--- src/rtl/hce_ram.sv ---
// Generic simple dual-port RAM, one write and one registered read port.
// No dependencies.
`default_nettype none
module hce_ram #(
   parameter int WIDTH = 8,
   parameter int DEPTH = 256
) (
   input  wire logic                     clock,
   input  wire logic                     wr_en,
   input  wire logic [$clog2(DEPTH)-1:0] wr_addr,
   input  wire logic [WIDTH-1:0]         wr_data,
   input  wire logic [$clog2(DEPTH)-1:0] rd_addr,
   output      logic [WIDTH-1:0]         rd_data
);

   logic [WIDTH-1:0] mem_ff [DEPTH];
   logic [WIDTH-1:0] rd_data_ff;

   always_ff @(posedge clock) begin
      if (wr_en) begin
         mem_ff[wr_addr] <= wr_data;
      end
      rd_data_ff <= mem_ff[rd_addr];
   end

   assign rd_data = rd_data_ff;

endmodule
`default_nettype wire

--- config.mk ---
export PLATFORM = sky130hd
export DESIGN_NAME = hce_ram
export DESIGN_NICKNAME = d
export VERILOG_FILES = /design/src/rtl/hce_ram.sv
export SDC_FILE = /design/constraint.sdc
export NUM_CORES = 2
export LEC_CHECK = 0
export ABC_AREA = 1
export BUFFER_PORTS_ARGS = -buffer_cell sky130_fd_sc_hd__buf_4
export CAP_MARGIN = 20
export CORE_MARGIN = 2
export CORE_UTILIZATION = 50
export CTS_CLUSTER_DIAMETER = 30
export CTS_CLUSTER_SIZE = 25
export DETAILED_ROUTE_END_ITERATION = 16
export PLACE_DENSITY = 0.68
export SYNTH_ARGS = -nofsm -noshare
export SYNTH_HDL_FRONTEND = slang
export SYNTH_SLANG_ARGS = --single-unit
--- constraint.sdc ---
create_clock -name clock -period 1.75 [get_ports clock]
set_clock_uncertainty 0.05 [all_clocks]
set_input_delay 0.175 -clock clock [delete_from_list [all_inputs] [get_ports clock]]
set_output_delay 0.175 -clock clock [all_outputs]
set_load 0.01 [all_outputs]
======== Word level (Yosys, flattened, before mapping) ========
Memory sizes are Yosys's and may differ from the RTL's. A register that Yosys moved wholly into a read port is not among the register bits.
Index checks and enable logic that the tools add are counted.
storage, ports and cells
  bits in registers ....................... 0
  bits in writable memories ............... 2048
  output and inout bits ................... 8
  word-level logic and storage cells ...... 3
  memories kept ........................... 1
cells by class
  muxes and demuxes ....................... 2
memories
  name    depth  width  rd ports  clocked after Yosys merged registers in  write ports  RTL line  RTL
  mem_ff  256    8      1         1                                        1            16        logic [WIDTH-1:0] mem_ff [DEPTH];
operators by type and width
  operator  number
  $mux W1   2

======== Longest topological paths before layout ========
  depth after elaboration ................. 2
  gate-level depth with buffers ........... 15

======== Least setup slack after synthesis ========
No wires, ideal clock.
  path type ............................... in2reg
  start ................................... input port wr_en
  end ..................................... memory mem_ff[162][0], enable pin
  setup time .............................. 370 ps
  arrival time ............................ 1296 ps
  slack ................................... 34 ps
  stages on the path ...................... 4
  path buffers ............................ 2
  cell sequence ........................... clkbuf_1 nand3_1 clkbuf_1 nor2_1
on the way
  longest elaborated chain between the ends .. 2
ends and longest elaborated chain
  item                           RTL line  RTL
  from (decl)                    9         input wire logic wr_en,
  $mux W1                        20        if (wr_en) begin
  $mux W1 (not written as such)  21        mem_ff[wr_addr] <= wr_data;
  to (decl)                      16
Every way passes these cells.

==> impl_metrics.py <==
metrics = {
    "status": {
        "status": "complete, but fails checks",
        "violations": "setup timing",
    },
    "power": {
        "p_total_mw": 137,
        "p_leak_nw": 38.6,
        "ir_drop_v": 0.00103,
        "p_per_area_nw_per_um2": 1300,
    },
    "grt": {
        "grt_overflow_total": 0,
        "top_usage_layer": "met2",
        "met3_usage": 0.0610,
        "grtUsageMet2": 0.447,
        "antenna_found_initial": 10,
        "track_usage": 0.284,
        "grtUsageMet1": 0.383,
        "grt_max_degree": 101,
        "first_global_vias": 58718,
        "grt_pass1_wl_um": 362000,
    },
    "die": {
        "top_level_ports": 34,
        "core_area_um2": 165000,
        "die_w_um": 412,
        "fp-row-count": 149,
        "fp.dieH_um": 412,
        "start_util": 0.504,
        "die_area_um2": 170000,
    },
    "cts": {
        "ctsHtreeMaxLevel": 5,
        "numCtsBuffers": 389,
        "path_clk_slew_ns": 0.05,
        "cts_tree": "yes",
        "cts_root_buf": "clkbuf_16",
        "clock_sinks": 2056,
        "clockBufferDepth": 4,
        "clock_latency_ns": 0.96,
    },
    "hold_path": {
        "min_path_type": "in -> reg",
        "holdPathStages": 6,
    },
    "critical_path": {
        "cp.arrival_ns": 2.55,
        "reg2regPathDepth": 10,
        "crit_type": "reg -> reg",
        "cp_max_fo": 1,
        "start_kind": "register",
        "end_kind": "register",
        "cp.required_ns": 2.54,
    },
    "place": {
        "post-place-ws_ns": -1.19,
        "place_congestion": 0.903,
        "hpwl_um": 145000,
        "port_buffers": 33,
    },
    "finish": {
        "drive_above_1_share": 0.181,
        "final_cell_mix": "2,115 x nand2_1, 2,048 x edfxtp_1, 1,949 x nand3_1, 551 x buf_4, 397 x clkbuf_16",
        "nNetsFinal": 7685,
        "fin_util": 0.636,
        "final_common_cell": "nand2_1",
        "syn_to_final_growth_pct": 26.1,
    },
    "yosys": {
        "ys_top_cells_by_area": "edfxtp_1 74%, nand3_1 12%, nand2_1 9.6%, buf_2 1.6%, nor2_1 1.3%",
        "ys_seq_area_frac": 0.739,
        "yosysTopAreaCellShare": 0.737,
        "yosys_warnings": 0,
        "avgSynthCellArea_um2": 11.9,
        "syn_nets": 7029,
        "syn_inst": 7003,
        "synth_cell_types": 14,
        "ys_ff_latch": 2056,
        "syn_area_um2": 83400,
        "synth_area_leader_cell": "edfxtp_1",
    },
    "sta": {
        "maxSlewHeadroom": 0.466,
        "fin_crit_ns": 1.76,
        "setup_viol": 1,
        "worst_pin_slew_ns": 0.800,
        "setup_ws_ns": -0.0131,
        "setup_tns_ns": -0.0131,
        "hold_viol": 0,
        "fmax_mhz": 567,
        "rsz0062_at_grt": "true",
        "period_share": 1.01,
        "drv_slew": 0,
    },
    "run": {
        "drv_cap": 0,
    },
    "detailed_routing": {
        "wl_per_cell_um": 23.8,
        "vias": 59851,
        "wirelength_um": 241000,
        "drtAntennaViolNets": 0,
        "drc_errors": 0,
        "drt-pass1-iter-count": 8,
        "initialDrtViolationCount": 8076,
        "routed_via_density": 5.89,
    },
}
## critical path, cell delays in order (launching register included)
cell	delay [ns]
edfxtp_1	0.37
nand2_1	0.08
nand3_1	0.07
nand3_1	0.11
nand3_1	0.12
nand3_1	0.19
nand3_1	0.18
nand3_1	0.16
nand2_2	0.12
nand2_4	0.12
nand2_1	0.07
## final timing paths
| check | slack, ns | to | from |
|---|---|---|---|
| min | 0.08 | mem_ff[36][2]$_DFFE_PP_ | wr_addr[6] |
| max reg2reg | -0.01 | rd_data[7]$_DFF_P_ | mem_ff[2][7]$_DFFE_PP_ |
| min reg2reg | 0.96 | rd_data[7]$_DFF_P_ | mem_ff[170][7]$_DFFE_PP_ |
| max | -0.01 | rd_data[7]$_DFF_P_ | mem_ff[2][7]$_DFFE_PP_ |
## cells in the mapped netlist
library cell and number:
nand3_1 2019, nor2_1 283, nand2_1 2123, buf_8 1, buf_4 46, edfxtp_1 2048, inv_4 1, dfxtp_1 8
buf_1 40, inv_1 36, buf_2 268, clkbuf_1 112, buf_6 16, inv_2 2
## sequential cells by signal, indices dropped and copies added, names as in the netlist
name,count
rd_data,8
mem_ff,2048
## per-stage QoR
step	hold WS (ns)	cell area (um2)	std cells
final	0.0795	105000	10167
after global placement	0.432	91200	9440
after CTS	0.000263	105000	10157
after global routing	0.0632	105000	10158
after floorplan	0.224	83400	7003
after detailed placement	0.430	91200	9440
## routing by layer
metal	vias up	routed length, um
li1	26383	-
met3	597	27200
met2	3741	114000
met4	4	9440
met5	-	19
met1	29126	91100
## kinds of logic (layout without fill, tap and decap cells)
logic type,Yosys count,count (layout),synth area share
buffers and inverters,522,1487,0.0312
DFF,2056,2056,0.739
other,0,10,0
and+or+nand+nor,4425,4425,0.229
## where the power goes
part / internal, mW / leakage [nW] / total, mW / switching (mW)
combinational: 2.27 / 13.8 / 7.33 / 5.07
clock: 49.9 / 6.31 / 74.7 / 24.8
sequential: 54.4 / 18.5 / 54.5 / 0.0847
total: 107 / 38.6 / 137 / 30.0
## cell type report
type / count / area (um2)
Antenna cell: 10 / 25.0
Clock buffer: 433 / 10100
Clock inverter: 267 / 3130
Fill cell: 11668 / 60200
Inverter: 39 / 180
Multi-Input combinational cell: 4425 / 19600
Sequential cell: 2056 / 61700
Tap cell: 2189 / 2740
Timing Repair Buffer: 748 / 7750
## what timing repair did
item                       4_1_cts  5_1_grt
gates cloned                     0        0
hold buffers                    17        0
buffers inserted                 0        0
setup endpoints to repair       14       61
pin swaps                        0        5
hold endpoints to repair      2083        0
gates resized for setup         44       72
No activity file was read; power rests on OpenSTA's default activity.
